==> src/rtl/agsc_pkg.sv <==
package agsc_pkg;

  // item field widths
  localparam int SAMPLE_W = 24;
  localparam int PROD_W   = 48;
  localparam int VAL_W    = 49;
  localparam int DEN_W    = 48;

  // quotient bits of the soft clip divide: the floored bend stays below FS/4
  localparam int QB = SAMPLE_W - 3;

  // queue between front and back
  localparam int QDEPTH = 4;
  localparam int QAW    = 2;

  // full scale related constants, before the fraction shift
  localparam int FS16_3Q   = 24576;
  localparam int FS24_3Q   = 6291456;
  localparam int FS16_HALF = 16384;
  localparam int FS24_HALF = 4194304;

  // exponent of the soft clip numerator, without the fraction bits
  localparam int N16_EXP = 26;
  localparam int N24_EXP = 42;

  // saturation bounds
  localparam logic signed [VAL_W-1:0] MAX16 = 49'sd32767;
  localparam logic signed [VAL_W-1:0] MIN16 = -49'sd32768;
  localparam logic signed [VAL_W-1:0] MAX24 = 49'sd8388607;
  localparam logic signed [VAL_W-1:0] MIN24 = -49'sd8388608;

  // item classes
  localparam logic [1:0] CLS_SAT      = 2'd0;
  localparam logic [1:0] CLS_SOFT_POS = 2'd1;
  localparam logic [1:0] CLS_SOFT_NEG = 2'd2;

  // register indexes
  localparam logic [1:0] REG_GAIN = 2'd0;
  localparam logic [1:0] REG_SOFT = 2'd1;
  localparam logic [1:0] REG_WIDE = 2'd2;

  typedef struct packed {
    logic [SAMPLE_W-1:0] gain;
    logic                soft_clip;
    logic                wide;
  } agsc_cfg_t;

  typedef struct packed {
    logic [1:0]              cls;
    logic signed [VAL_W-1:0] val;
    logic [DEN_W-1:0]        den;
  } agsc_item_t;

endpackage

==> src/rtl/agsc_front.sv <==
module agsc_front #(
  parameter int FRAC_BITS = 20
) (
  input  logic                                      clk,
  input  logic                                      rst,
  input  logic                                      in_valid,
  output logic                                      in_stall,
  input  logic signed [agsc_pkg::SAMPLE_W-1:0]      sample_in,
  input  agsc_pkg::agsc_cfg_t                       cfg,
  input  logic                                      q_full,
  output logic                                      q_push,
  output logic                                      item_valid,
  output agsc_pkg::agsc_item_t                      item
);
  import agsc_pkg::*;

  localparam int UW = (FRAC_BITS + 1 > SAMPLE_W) ? FRAC_BITS + 1 : SAMPLE_W;
  localparam int CW = (FRAC_BITS + 25 > VAL_W) ? FRAC_BITS + 25 : VAL_W;

  localparam logic [UW-1:0] UNITY = {{(UW-1){1'b0}}, 1'b1} << FRAC_BITS;
  localparam logic signed [CW-1:0] THR16 = CW'(FS16_3Q) << FRAC_BITS;
  localparam logic signed [CW-1:0] THR24 = CW'(FS24_3Q) << FRAC_BITS;
  localparam logic signed [CW-1:0] HFS16 = CW'(FS16_HALF) << FRAC_BITS;
  localparam logic signed [CW-1:0] HFS24 = CW'(FS24_HALF) << FRAC_BITS;
  localparam logic signed [VAL_W-1:0] HALF = {{(VAL_W-1){1'b0}}, 1'b1} << (FRAC_BITS - 1);

  logic                       fen;
  logic                       va, vb;
  logic signed [SAMPLE_W-1:0] sa, sb;
  logic signed [PROD_W-1:0]   pb;
  logic signed [VAL_W-1:0]    prod;

  logic [UW-1:0]           gain_ext;
  logic                    unity, above;
  logic signed [CW-1:0]    p_cw, thr, hfs, den_cw;
  logic signed [VAL_W-1:0] rnd_sum, rnd;
  logic                    soft_pos, soft_neg;
  agsc_item_t              item_next;

  // whole front moves unless the last stage waits on a full queue
  assign fen      = !(item_valid && q_full);
  assign in_stall = !fen;
  assign q_push   = item_valid && !q_full;

  // stage valids
  always_ff @(posedge clk) begin
    if (rst) begin
      va         <= 1'b0;
      vb         <= 1'b0;
      item_valid <= 1'b0;
    end else if (fen) begin
      va         <= in_valid;
      vb         <= va;
      item_valid <= vb;
    end
  end

  // sample width select and gain multiply
  assign prod = sa * $signed({1'b0, cfg.gain});

  always_ff @(posedge clk) begin
    if (fen) begin
      sa   <= cfg.wide ? sample_in : {{8{sample_in[15]}}, sample_in[15:0]};
      sb   <= sa;
      pb   <= prod[PROD_W-1:0];
      item <= item_next;
    end
  end

  // classify the product
  assign gain_ext = UW'(cfg.gain);
  assign unity    = (gain_ext == UNITY);
  assign above    = (gain_ext > UNITY);
  assign p_cw     = {{(CW-PROD_W){pb[PROD_W-1]}}, pb};
  assign thr      = cfg.wide ? THR24 : THR16;
  assign hfs      = cfg.wide ? HFS24 : HFS16;
  assign soft_pos = cfg.soft_clip && above && (p_cw > thr);
  assign soft_neg = cfg.soft_clip && above && (p_cw < -thr);
  assign den_cw   = soft_pos ? (p_cw - hfs) : (-p_cw - hfs);

  // round half up
  assign rnd_sum = {pb[PROD_W-1], pb} + HALF;
  assign rnd     = rnd_sum >>> FRAC_BITS;

  always_comb begin
    item_next.den = den_cw[DEN_W-1:0];
    item_next.val = unity ? {{(VAL_W-SAMPLE_W){sb[SAMPLE_W-1]}}, sb} : rnd;
    priority if (soft_pos) begin
      item_next.cls = CLS_SOFT_POS;
    end else if (soft_neg) begin
      item_next.cls = CLS_SOFT_NEG;
    end else begin
      item_next.cls = CLS_SAT;
    end
  end

endmodule

==> config.mk <==
export PLATFORM = sky130hd
export DESIGN_NAME = agsc_front
export DESIGN_NICKNAME = d
export VERILOG_FILES = /design/src/rtl/agsc_pkg.sv /design/src/rtl/agsc_front.sv
export SDC_FILE = /design/constraint.sdc
export NUM_CORES = 2
export LEC_CHECK = 0
export BUFFER_PORTS_ARGS = -buffer_cell sky130_fd_sc_hd__buf_2
export CAP_MARGIN = 20
export CORE_AREA = 8 8 320 229
export DETAILED_ROUTE_END_ITERATION = 8
export DIE_AREA = 0 0 328 237
export MAX_ROUTING_LAYER = met4
export PLACE_DENSITY = 0.69
export SETUP_SLACK_MARGIN = 0.05
export SLEW_MARGIN = 30
export SYNTH_ARGS = -nofsm -noshare
export SYNTH_HDL_FRONTEND = slang
export SYNTH_SLANG_ARGS = --single-unit
==> constraint.sdc <==
create_clock -name clk -period 13.05 [get_ports clk]
set_clock_uncertainty 0.2 [all_clocks]
set_input_delay 0.6525 -clock clk [delete_from_list [all_inputs] [get_ports clk]]
set_output_delay 0.6525 -clock clk [all_outputs]
set_load 0.005 [all_outputs]
==> impl_metrics.tcl <==
set metrics [dict create \
    fin_cells 4211 \
    max_freq_ghz 0.1244 \
    rsz0062_at_grt "false" \
    async_reset_ff_share_pct 0 \
    reg2reg_from "sa[12]" \
    cts-resized-gates 0 \
    path_clk_slew_ns 0.08 \
    cts-htree-levels 4 \
    synth-seq-area-share_pct 17.54 \
    synth_ff_type "edfxtp_1" \
    area_delta_synth_final_pct 6.875 \
    cts_tree "built" \
    maxCapViolCount 0 \
    required_ns 13.05 \
    worst_slack_ns 5.011 \
    die_h_um 237 \
    cts_made_buffers 17 \
    drive_gt1_share_pct 7.158 \
    relSlewSlack_pct 38.81 \
    vias 22100 \
    synthCells 3225 \
    globalplace.congestion 0.9637 \
    critPathCapture "pb[47]" \
    ant_nets 0 \
    crit_type "reg2reg" \
    first_pass_iters 5 \
    cp_slowest_cell "edfxtp_1" \
    wirelength_mm 81.66 \
    detail_route.wl_per_cell_um 19.39 \
    status "completed" \
    yosys_register_bits 178 \
    final_cell_mix "648 x inv_1, 483 x fa_1, 400 x nand2_1" \
    cts_hold_buf 0 \
    start_util_pct 44.16 \
    tightest_slew_ns 0.9178 \
    fin_tns_setup_ns 0 \
    ys_types 74 \
    cp_common_cell "fa_1" \
    fp-row-count 81 \
    cts_buffer_depth 2 \
    drv_slew 0 \
    viasPerCell 5.247 \
    port_buffers 155 \
    grtUsageTotal_pct 21.72 \
    cp_data_arrival_time_ns 8.04 \
    yosys.area.top_type "fa_1" \
    drtIter0Drc 1840 \
    ys_warn_count 0 \
    synth_area_um2 30300 \
    mostFrequentLayoutCell "inv_1" \
    synth_edf_count 175 \
    avgSynthCellArea_um2 9.395 \
    slowest_delay_ns 0.56 \
    cp_max_fo 18 \
    ios 156 \
    r2r_cells 26 \
    startpoint "sa[12]" \
    core-area_um2 68610 \
    fp.dieW_um 328 \
    whs_path_depth 1 \
    antenna_found_initial 2 \
    die_area_um2 77740 \
    clk_latency_ns 0.46 \
    yosys-top-cells-area "fa_1 32%, edfxtp_1 17%, ha_1 14%" \
    clock_sinks 178 \
    start_kind "flop" \
    drc_errors 0 \
    hp-start "sample_in[7]" \
    cp-end-kind "flop" \
    grt_overflow 0 \
    grt_pass1_wl_mm 129.1 \
    dp.cells 4175 \
    finalSetupViolCount 0 \
    period_share_pct 61.60 \
    syn_nets 4093 \
    hold_viol_final 0 \
    hpwlAfterDp_mm 64.56 \
    yosysTopAreaCellShare_pct 31.91 \
    cts_root_buffer "clkbuf_16" \
    fin_crit_ns 8.039 \
    grt_max_degree 94 \
    grt_pass1_vias 22570 \
    fin_nets 4152 \
    cts_setup_buffers 0 \
    hold_path.class "in2reg" \
    regToRegSetupSlack_ns 5.01 \
    post-place-ws_ns 4.770 \
    rr_endpoint "pb[47]" \
    filler_cell_count 6516 \
]
==> metrics by stage <==
step / hold WS, ns / cell area, um2 / utilization [%]
finish: 0.1705 / 32380 / 47.20
global route: 0.1460 / 32380 / 47.19
CTS: 0.1550 / 32340 / 47.14
detailed placement: 0.2444 / 31810 / 46.36
global placement: 0.2408 / 31780 / 46.32
floorplan: 0.2260 / 30300 / -
==> how the worst min path moves through the flow <==
| stage | end |
|---|---|
| after detailed placement | va |
| after global placement | va |
| after global routing | sa[7] |
| final | sa[7] |
| after floorplan | va |
| after CTS | sa[7] |
==> critical path, delay by kind of cell (launching register included) <==
kind	cells	cell delay, ns
compound gates	6	1.48
mux	1	0.22
buf+inv	7	0.56
fa+ha+maj	8	4.01
simple gates	4	0.72
flops	1	0.56
==> routing by layer <==
metal / track usage (%) / vias to the layer above / routed length, um
li1: - / 10110 / -
met1: 30.43 / 11030 / 36840
met2: 31.27 / 842 / 35310
met3: 6.001 / 113 / 7839
met4: 4.731 / 0 / 1674
met5: - / - / 0
==> synthesized netlist by cell type (11+ instances only) <==
master    count
inv_1       648
fa_1        483
nand2_1     401
ha_1        331
and2_1      279
edfxtp_1    175
a21oi_1     119
clkbuf_1    115
nor2_1      110
xnor2_1     106
o21ai_0      65
nor2b_1      29
a21o_1       28
nand3_1      26
nand2b_1     25
nor3_1       24
xor2_1       23
nand4_1      21
buf_4        20
nor4_1       17
o21bai_1     16
o21ai_1      14
o21a_1       12
a31oi_1      11
o211ai_1     11
==> sequential cells by signal, indices dropped and copies added, names as in the netlist <==
register and flops:
item 79, item_valid 1, pb 48, sa 24, sb 24, va 1
vb 1
==> area by class of cell <==
class,count,area [um2],area share [%]
Clock inverter,13,102.6,0.3168
Antenna cell,1,2.502,0.007727
Sequential cell,178,5315,16.41
Timing Repair Buffer,184,1023,3.160
Multi-Input combinational cell,2254,21930,67.71
Tap cell,913,1142,3.528
Clock buffer,19,432.9,1.337
Inverter,649,2436,7.523
==> cells by family after synthesis <==
group	Yosys count	synth area share, %
adders and majority gates	814	45.58
muxes	9	0.3097
buffers and inverters	793	10.14
and+or+nand+nor	969	15.70
xor gates and xnor gates	129	3.729
AOI/OAI and AO/OA	333	6.995
DFF	178	17.54
Power is not shown: default switching activity piles up to over one toggle a cycle in this logic, so the estimate is an artifact.
