`src/rtl/agsc_pkg.sv`:
```
package agsc_pkg;

  // item field widths
  localparam int SAMPLE_W = 24;
  localparam int PROD_W   = 48;
  localparam int VAL_W    = 49;
  localparam int DEN_W    = 48;

  // quotient bits of the soft clip divide: the floored bend stays below FS/4
  localparam int QB = SAMPLE_W - 3;

  // queue between front and back
  localparam int QDEPTH = 4;
  localparam int QAW    = 2;

  // full scale related constants, before the fraction shift
  localparam int FS16_3Q   = 24576;
  localparam int FS24_3Q   = 6291456;
  localparam int FS16_HALF = 16384;
  localparam int FS24_HALF = 4194304;

  // exponent of the soft clip numerator, without the fraction bits
  localparam int N16_EXP = 26;
  localparam int N24_EXP = 42;

  // saturation bounds
  localparam logic signed [VAL_W-1:0] MAX16 = 49'sd32767;
  localparam logic signed [VAL_W-1:0] MIN16 = -49'sd32768;
  localparam logic signed [VAL_W-1:0] MAX24 = 49'sd8388607;
  localparam logic signed [VAL_W-1:0] MIN24 = -49'sd8388608;

  // item classes
  localparam logic [1:0] CLS_SAT      = 2'd0;
  localparam logic [1:0] CLS_SOFT_POS = 2'd1;
  localparam logic [1:0] CLS_SOFT_NEG = 2'd2;

  // register indexes
  localparam logic [1:0] REG_GAIN = 2'd0;
  localparam logic [1:0] REG_SOFT = 2'd1;
  localparam logic [1:0] REG_WIDE = 2'd2;

  typedef struct packed {
    logic [SAMPLE_W-1:0] gain;
    logic                soft_clip;
    logic                wide;
  } agsc_cfg_t;

  typedef struct packed {
    logic [1:0]              cls;
    logic signed [VAL_W-1:0] val;
    logic [DEN_W-1:0]        den;
  } agsc_item_t;

endpackage

```
`src/rtl/agsc_fifo.sv`:
```
module agsc_fifo (
  input  logic                 clk,
  input  logic                 rst,
  input  logic                 push,
  input  agsc_pkg::agsc_item_t item_in,
  input  logic                 pop,
  output agsc_pkg::agsc_item_t head,
  output logic                 full,
  output logic                 empty
);
  import agsc_pkg::*;

  agsc_item_t     mem [0:QDEPTH-1];
  logic [QAW-1:0] wp, rp;
  logic [QAW:0]   count;

  assign full  = (count == (QAW+1)'(QDEPTH));
  assign empty = (count == '0);
  assign head  = mem[rp];

  // storage
  always_ff @(posedge clk) begin
    if (push) begin
      mem[wp] <= item_in;
    end
  end

  // pointers and fill count
  always_ff @(posedge clk) begin
    if (rst) begin
      wp    <= '0;
      rp    <= '0;
      count <= '0;
    end else begin
      if (push) begin
        wp <= wp + 1'b1;
      end
      if (pop) begin
        rp <= rp + 1'b1;
      end
      unique case ({push, pop})
        2'b10:   count <= count + 1'b1;
        2'b01:   count <= count - 1'b1;
        default: count <= count;
      endcase
    end
  end

endmodule

```
`config.mk`:
```
export PLATFORM = sky130hd
export DESIGN_NAME = agsc_fifo
export DESIGN_NICKNAME = d
export VERILOG_FILES = /design/src/rtl/agsc_pkg.sv /design/src/rtl/agsc_fifo.sv
export SDC_FILE = /design/constraint.sdc
export NUM_CORES = 1
export LEC_CHECK = 0
export BUFFER_PORTS_ARGS = -buffer_cell sky130_fd_sc_hd__buf_2
export CAP_MARGIN = 20
export CORE_MARGIN = 8
export CORE_UTILIZATION = 30
export CTS_CLUSTER_SIZE = 16
export DETAILED_ROUTE_END_ITERATION = 8
export GPL_ROUTABILITY_DRIVEN = 0
export SLEW_MARGIN = 10
export SYNTH_ARGS = -nofsm -noshare
export SYNTH_HDL_FRONTEND = slang
export SYNTH_SLANG_ARGS = --single-unit
```
`constraint.sdc`:
```
create_clock -name clk -period 7.92 [get_ports clk]
set_clock_uncertainty 0.05 [all_clocks]
set_input_delay 0.396 -clock clk [delete_from_list [all_inputs] [get_ports clk]]
set_output_delay 0.396 -clock clk [all_outputs]
set_load 0.03 [all_outputs]
```
==> impl_metrics.json, run 1 <==
{
  "status": "finished, final reports clean",
  "cts_root_buf": "clkbuf_16",
  "swShare": 0.239,
  "place_inst": 1373,
  "synth.cell_area_sq_um": 14700,
  "clk_latency_ns": 0.54,
  "slowest_stage": "dfxtp_4",
  "cts_resized": 0,
  "dieArea_sq_um": 56300,
  "track_usage": 0.109,
  "path_class": "register to output pin",
  "hpwlAfterDp_mm": 17.6,
  "stdcell_count": 1549,
  "min_period_over_period": 0.426,
  "grt_max_degree": 67,
  "finish.instance_area_sq_um": 18800,
  "synth_edf_count": 396,
  "grt_pass1_wl_mm": 47.0,
  "worst_slack_ns": 4.54,
  "yosysMostFrequentCell": "edfxtp_1",
  "synth_nets": 673,
  "ys_types": 22,
  "tns_ns": 0,
  "rsz0062_at_grt": "false",
  "async_flop_share": 0,
  "postRouteAntennaNets": 0,
  "max_clock_freq_mhz": 296,
  "leakage_nw": 6.29,
  "cts-htree-levels": 2,
  "yosysTopAreaCell": "edfxtp_1",
  "crit_chain": "buf_4, mux4_2, buf_2",
  "finalHoldViolations": 0,
  "die_y_microns": 237,
  "post_cts_buffers": 0,
  "power_mw": 5.02,
  "drtPass1Iterations": 4,
  "cp_max_fo": 51,
  "clk_pin_slew_ns": 0.06,
  "cap_violations": 0,
  "grt_overflow_total": 0,
  "internal-power_mw": 3.82,
  "ys.warnings.count": 0,
  "final_util": 0.386,
  "synthFlopType": "edfxtp_1",
  "holdWs_ns": 0.0411,
  "synthTopCellsByArea": "edfxtp_1 (81%), mux4_2 (15%), dfxtp_1 (1.2%)",
  "routedWlPerCell_microns": 19.9,
  "wl_mm": 30.9,
  "ys_ff_latch": 405,
  "worstPathArrival_ns": 2.93,
  "period_minus_slack_ns": 3.38,
  "cts_inserted_buffers": 44,
  "relSlewSlack": 0.330,
  "ir_worst_vdd_mv": 0.196,
  "post-place-ws_ns": 5.01,
  "critical_path_required_ns": 7.47,
  "vias": 6960,
  "remaining_drc_errors": 0,
  "p_per_area_nw_per_um2": 268,
  "cts_tree": "yes",
  "seq_area_frac_synth": 0.822,
  "holdCritPathClass": "input port to register",
  "syn_to_final_growth_pct": 27.7,
  "cts_sinks": 405,
  "holdPathStages": 1,
  "endpoint_kind": "output pin",
  "num_io_pins": 204,
  "dr.first_iter.drc_count": 405,
  "power_frac_comb": 0.119,
  "row_count": 81,
  "reg2reg_depth": 4,
  "p_switching_mw": 1.20,
  "slew_viol_final": 0,
  "numPortBuffers": 203,
  "pwr-share-clk": 0.384,
  "nNetsFinal": 1003,
  "ys_top_cells_by_count": "edfxtp_1 (396), mux4_2 (99), buf_2 (10), clkbuf_1 (9), dfxtp_1 (9)",
  "crit_path_max_incr_delay_ns": 0.91,
  "seqPwrFrac": 0.498,
  "setup_violations": 0,
  "startpoint_type": "register",
  "synth_cells": 564,
  "placed_area_sq_um": 16400,
  "synth_area_per_cell_sq_um": 26.0,
  "synth_top_cell_area_share": 0.810,
  "grt_antenna_before_repair": 4,
  "layout-drive-gt1-share": 0.402,
  "fp.dieW_microns": 237,
  "grt_pass1_vias": 7699,
  "viasPerCell": 4.49,
  "fp.coreArea_sq_um": 48600,
  "tightest_slew_ns": 1.01,
  "clockBufferDepth": 3,
  "start_util": 0.302
}
layout by cell type, fill, tap and decap left out, types with 2 or more instances in the layout:
master         synthesis  final
bufinv_16              0      3
clkbuf_16              0     45
clkinv_2               0      4
mux4_2                99     99
diode_2                0      2
clkbuf_1               9      8
ha_1                   5      5
a21oi_1                2      2
clkinv_4               0      2
and2_4                 0      4
xnor2_1                2      2
nor2_1                 8      8
dlygate4sd3_1          0     96
buf_4                  1      7
xor2_1                 3      3
clkinv_1               0     13
dfxtp_1                9      7
inv_1                  6      6
buf_2                 10    203
edfxtp_1             396    396
dfxtp_4                0      2
final timing paths:
check	startpoint	endpoint	slack, ns
min	item_in[77]	mem[3][77]$_DFFE_PP_	0.04
max	register	head[47]	4.54
min reg2reg	count[2]$_SDFFE_PP0P_	count[2]$_SDFFE_PP0P_	0.46
max reg2reg	wp[0]$_SDFFE_PP0P_	mem[0][90]$_DFFE_PP_	5.38
final cells by class:
type | count | area (sq um)
Fill cell | 4388 | 29900
Multi-Input combinational cell | 130 | 2470
Inverter | 6 | 22.5
Antenna cell | 2 | 5.00
Timing Repair Buffer | 307 | 2060
Clock inverter | 24 | 193
Sequential cell | 405 | 12100
Tap cell | 622 | 778
Clock buffer | 53 | 1160
critical path: cells and delay by family, from the launching register on:
| kind | cells | cell delay, ns |
|---|---|---|
| multiplexers | 1 | 0.43 |
| flip-flops | 1 | 0.91 |
| buffers and inverters | 2 | 0.95 |
state kept, by name, summed over array words and instances, names as in the netlist, named ones only:
name	count
mem	396
wp	2
rp	2
count	3
cells by family after synthesis:
kind of cell,after synthesis,synth area share
flops,405,0.822
mux,100,0.153
buf+inv,29,0.0106
simple gates,16,0.00520
fa+ha+maj,6,0.00562
xor+xnor,5,0.00298
compound gates,3,0.00102
power by group through the flow:
stage          logic [mW]  clock network, mW  registers (mW)
4_1_cts             0.612               1.99            2.50
5_1_grt             0.636               2.07            2.51
3_3_place_gp        0.566                  0            2.54
6_report            0.597               1.93            2.50
2_1_floorplan       0.394                  0            2.53
3_5_place_dp        0.571                  0            2.55
per-layer routing:
layer	share of wire	track usage	routed length, microns	vias to the layer above
met4	0.022	0.0301	692	4
met5	0.00084	0	26	-
met3	0.063	0.0358	1960	51
met1	0.44	0.139	13600	3629
met2	0.47	0.177	14600	187
li1	-	-	-	3089
timing repair:
item | in CTS | in global routing
endpoints found under the setup margin | 0 | 0
hold endpoints to repair | 384 | 0
hold buffers | 96 | 0
Power figures use the tool's default switching activity.
==> run 2, diff against run 1 <==
Clock period 7.92 ns to 3.4 ns, I/O delays scaled along.
==> impl_metrics.json, run 2 (synthesis results as in run 1) <==
{
  "holdCritPathClass": "input port to register",
  "power_mw": 12.0,
  "track_usage": 0.111,
  "remaining_drc_errors": 0,
  "wl_mm": 31.1,
  "finalHoldViolations": 0,
  "grt_util_met3": 0.0332,
  "grt_max_degree": 58,
  "reg_top3": "mem x396, count x3",
  "finish.instance_area_sq_um": 19000,
  "worst-path-buf-inv": 2,
  "cap_violations": 0,
  "drtPass1Iterations": 4,
  "ir_worst_vdd_mv": 0.380,
  "p_per_area_nw_per_um2": 629,
  "rrSetupSlack_ns": 1.39,
  "clk_latency_ns": 0.54,
  "max_clock_freq_mhz": 378,
  "leakage_nw": 6.40,
  "cts_resized": 0,
  "fp.coreArea_sq_um": 48600,
  "status": "finished, final reports clean",
  "swShare": 0.236,
  "nNetsFinal": 1014,
  "path_class": "register to output pin",
  "crit_path_max_incr_delay_ns": 0.70,
  "period_minus_slack_ns": 2.65,
  "viasPerCell": 4.47,
  "cp_max_fo": 35,
  "slowest_stage": "dfxtp_4",
  "power_frac_comb": 0.119,
  "grt_pass1_vias": 7955,
  "grtUsageMet1": 0.136,
  "internal-power_mw": 9.14,
  "tightest_slew_ns": 0.683,
  "fp.dieW_microns": 237,
  "numPortBuffers": 203,
  "cts_sinks": 405,
  "final_common_cell": "edfxtp_1",
  "hold_path.startpoint": "item_in[71]",
  "seqPwrFrac": 0.486,
  "slew_viol_final": 0,
  "crit_chain": "buf_12, mux4_2, buf_2",
  "routedWlPerCell_microns": 19.9,
  "startpoint_type": "register",
  "grt_pass1_wl_mm": 48.3,
  "busiest_layer": "met2",
  "reg2reg_depth": 4,
  "cts_inserted_buffers": 43,
  "cts-htree-levels": 2,
  "worst_hold_path.endpoint": "mem[3][71]$_DFFE_PP_",
  "endpoint_kind": "output pin",
  "largest_register": "mem",
  "row_count": 81,
  "die_y_microns": 237,
  "post_cts_buffers": 0,
  "hpwlAfterDp_mm": 18.2,
  "setup_violations": 0,
  "antenna_cells": 0,
  "reg2reg_to": "mem[0][68]$_DFFE_PP_",
  "tns_ns": 0,
  "num_io_pins": 204,
  "vias": 6977,
  "p_switching_mw": 2.83,
  "critical_path_required_ns": 3.18,
  "relSlewSlack": 0.545,
  "worstReg2RegStart": "wp[0]$_SDFFE_PP0P_",
  "grt_antenna_before_repair": 2,
  "grt_overflow_total": 0,
  "min_period_over_period": 0.778,
  "syn_to_final_growth_pct": 29.6,
  "start_util": 0.302,
  "dieArea_sq_um": 56300,
  "clockBufferDepth": 3,
  "final_cell_mix": "edfxtp_1 (396), buf_2 (203), dlygate4sd3_1 (102)",
  "dr.first_iter.drc_count": 366,
  "rsz0062_at_grt": "false",
  "cts_tree": "yes",
  "placed_area_sq_um": 16600,
  "holdPathStages": 2,
  "postRouteAntennaNets": 0,
  "clk_pin_slew_ns": 0.06,
  "largest_reg_flops": 396,
  "layout-drive-gt1-share": 0.412,
  "cts_root_buf": "clkbuf_16",
  "use_met2": 0.186,
  "worstPathArrival_ns": 2.43,
  "pwr-share-clk": 0.395,
  "crit_family": "flip-flops"
}
==> run 2: worst max path at each step <==
stage | from | end | slack (ns) | cells after the start
global route | register | head[47] | 0.54 | 3
detailed placement | register | head[2] | 1.22 | 3
global placement | register | head[2] | 1.21 | 3
CTS | register | head[2] | 0.61 | 3
floorplan | wp[0]$_SDFFE_PP0P_ | mem[0][0]$_DFFE_PP_ | 0.05 | 3
finish | register | head[92] | 0.75 | 3
==> run 2: final cells by class <==
class | instances | area, sq um
repair buffers | 319 | 2240
clock buffers | 59 | 1230
flip-flops and latches | 405 | 12100
fillers | 4334 | 29600
well taps | 622 | 778
multi-input cells | 130 | 2470
clock inverters | 20 | 216
inverters | 6 | 22.5
==> run 2: per-layer routing <==
metal  share of wire  vias to the layer above
met5         0.00084                        -
met4           0.021                        4
met3           0.060                       51
met2            0.49                      169
met1            0.43                     3648
li1                -                     3105
==> run 2: power groups by stage <==
| stage | registers, mW | clock network (mW) | logic (mW) |
|---|---|---|---|
| 2_1_floorplan | 5.89 | 0 | 0.917 |
| 3_3_place_gp | 5.92 | 0 | 1.35 |
| 3_5_place_dp | 5.93 | 0 | 1.36 |
| 4_1_cts | 5.82 | 4.88 | 1.46 |
| 5_1_grt | 5.84 | 5.06 | 1.52 |
| 6_report | 5.82 | 4.73 | 1.42 |
==> run 2: per-stage QoR <==
step / hold slack [ns] / util / worst slack [ns] / std cells
after floorplan: 0.219 / - / 0.0502 / 564
after global routing: 0.294 / 0.391 / 0.545 / 1561
after detailed placement: 0.339 / 0.341 / 1.22 / 1380
final: 0.322 / 0.391 / 0.754 / 1561
after CTS: 0.270 / 0.391 / 0.606 / 1561
after global placement: 0.333 / 0.341 / 1.21 / 1380
==> run 2: repair_timing <==
item | CTS | global route
endpoints found under the hold margin | 405 | 0
hold buffers | 102 | 0
setup endpoints to repair | 0 | 0
==> run 3, diff against run 2 <==
Settings changed: ABC_AREA set to 1.
Clock period 3.4 ns to 2.53 ns, I/O delays scaled along.
==> impl_metrics.json, run 3 <==
{
  "layout-drive-gt1-share": 0.218,
  "cp_max_fo": 130,
  "rrSetupSlack_ns": 0.87,
  "holdCritPathClass": "input port to register",
  "routedWlPerCell_microns": 17.9,
  "yosysMostFrequentCell": "edfxtp_1",
  "synth_edf_count": 396,
  "fp.dieW_microns": 240,
  "startpoint_type": "register",
  "rsz0062_at_grt": "false",
  "clk_latency_ns": 0.54,
  "viasPerCell": 4.67,
  "dr.first_iter.drc_count": 528,
  "seq_area_frac_synth": 0.800,
  "hold_path.startpoint": "item_in[39]",
  "worst_slack_ns": 0.219,
  "fp.coreArea_sq_um": 49900,
  "cts_tree": "yes",
  "max_clock_freq_mhz": 433,
  "cts_resized": 0,
  "ctsHoldBuffers": 102,
  "async_flop_share": 0,
  "yosysTopAreaCell": "edfxtp_1",
  "relSlewSlack": 0.608,
  "wl_mm": 36.3,
  "ys_top_cells_by_count": "edfxtp_1 (396), nor2_1 (201), o21ai_0 (182), o22ai_1 (99), clkbuf_1 (40)",
  "largest_reg_flops": 396,
  "place_inst": 1844,
  "tightest_slew_ns": 0.588,
  "min_period_over_period": 0.913,
  "finish.instance_area_sq_um": 19300,
  "clk_pin_slew_ns": 0.06,
  "reg_top3": "mem x396, count x3",
  "final_common_cell": "edfxtp_1",
  "synthFlopType": "edfxtp_1",
  "grt_pass1_wl_mm": 55.8,
  "grt_pass1_vias": 9582,
  "endpoint_kind": "output pin",
  "synth_cells": 1015,
  "synth.cell_area_sq_um": 15100,
  "postRouteAntennaNets": 0,
  "path_class": "register to output pin",
  "num_io_pins": 204,
  "drtPass1Iterations": 5,
  "die_y_microns": 240,
  "status": "finished, final reports clean",
  "largest_register": "mem",
  "finalHoldViolations": 0,
  "cts-htree-levels": 2,
  "leakage_nw": 6.66,
  "track_usage": 0.123,
  "ys.warnings.count": 0,
  "tns_ns": 0,
  "dieArea_sq_um": 57700,
  "post-place-ws_ns": 0.777,
  "grt_antenna_before_repair": 4,
  "critical_path_required_ns": 2.35,
  "synth_nets": 1124,
  "cts_root_buf": "clkbuf_16",
  "stdcell_count": 2027,
  "final_util": 0.387,
  "setup_violations": 0,
  "row_count": 82,
  "synthTopCellsByArea": "edfxtp_1 (79%), o21ai_0 (6.0%), nor2_1 (5.0%)",
  "numPortBuffers": 203,
  "start_util": 0.302,
  "period_minus_slack_ns": 2.31,
  "power_mw": 15.6,
  "final_cell_mix": "edfxtp_1 (396), buf_2 (203), nor2_1 (201)",
  "syn_to_final_growth_pct": 27.9,
  "clockBufferDepth": 3,
  "vias": 9469,
  "remaining_drc_errors": 0,
  "synth_top_cell_area_share": 0.789,
  "cts_inserted_buffers": 44,
  "ir_worst_vdd_mv": 0.579,
  "ys_ff_latch": 405,
  "worstReg2RegStart": "wp[0]$_SDFFE_PP0P_",
  "placed_area_sq_um": 16900,
  "post_cts_buffers": 0,
  "cts_sinks": 405,
  "grt_overflow_total": 0,
  "grt_max_degree": 131,
  "worstPathArrival_ns": 2.13,
  "nNetsFinal": 1429,
  "ys_types": 21,
  "cap_violations": 0,
  "synth_area_per_cell_sq_um": 14.9,
  "fill_cells": 4696,
  "slew_viol_final": 0,
  "p_per_area_nw_per_um2": 811,
  "hpwlAfterDp_mm": 20.4,
  "holdWs_ns": 0.282
}
==> run 3: cell count changes after synthesis, sizes merged, moves of 3 or more <==
cell	previous run	this run
nor2	8	201
clkbuf	9	40
nand2	1	9
and2	4	0
o22ai	0	99
a21oi	2	5
mux4	99	0
xor2	3	0
o21ai	1	204
buf	14	24
inv	6	17
==> run 3: kinds of logic after synthesis <==
family / after synthesis / synth area share
DFF: 405 / 0.800
and+or+nand+nor: 214 / 0.0537
adders and majority gates: 6 / 0.00548
AOI/OAI and AO/OA: 308 / 0.110
buffers and inverters: 82 / 0.0300
==> run 3: final timing paths <==
kind                                             end  cells past startpoint
worst max register to register  mem[3][58]$_DFFE_PP_                      4
worst min-delay path            mem[3][39]$_DFFE_PP_                      2
worst max-delay path                        head[57]                      4
worst min register to register              register                      1
==> run 3: critical path: stages, from the launching register on <==
cell     delay (ns)
dfxtp_4        0.39
buf_12         0.43
o21ai_0        0.18
o22ai_1        0.24
buf_2          0.24
==> run 3: cell type report <==
cell class,count,area (sq um),area share
Sequential cell,405,12100,0.626
Multi-Input combinational cell,528,2560,0.133
Antenna cell,3,7.51,0.000389
Clock inverter,27,210,0.0109
Tap cell,672,841,0.0436
Timing Repair Buffer,323,2350,0.122
Clock buffer,51,1150,0.0595
Inverter,18,92.6,0.00480
==> run 3: per-layer routing <==
metal | track usage | vias up | share of wire
met5 | 0 | - | 0.00036
met4 | 0.0428 | 2 | 0.025
met3 | 0.0325 | 63 | 0.075
met2 | 0.198 | 291 | 0.46
met1 | 0.160 | 4665 | 0.44
li1 | - | 4448 | -
==> run 3: power by group <==
group | switching, mW | leakage, nW | internal (mW)
clock network | 2.52 | 0.660 | 3.55
registers | 0.0624 | 3.71 | 7.67
logic | 1.29 | 2.29 | 0.553
total | 3.87 | 6.66 | 11.8
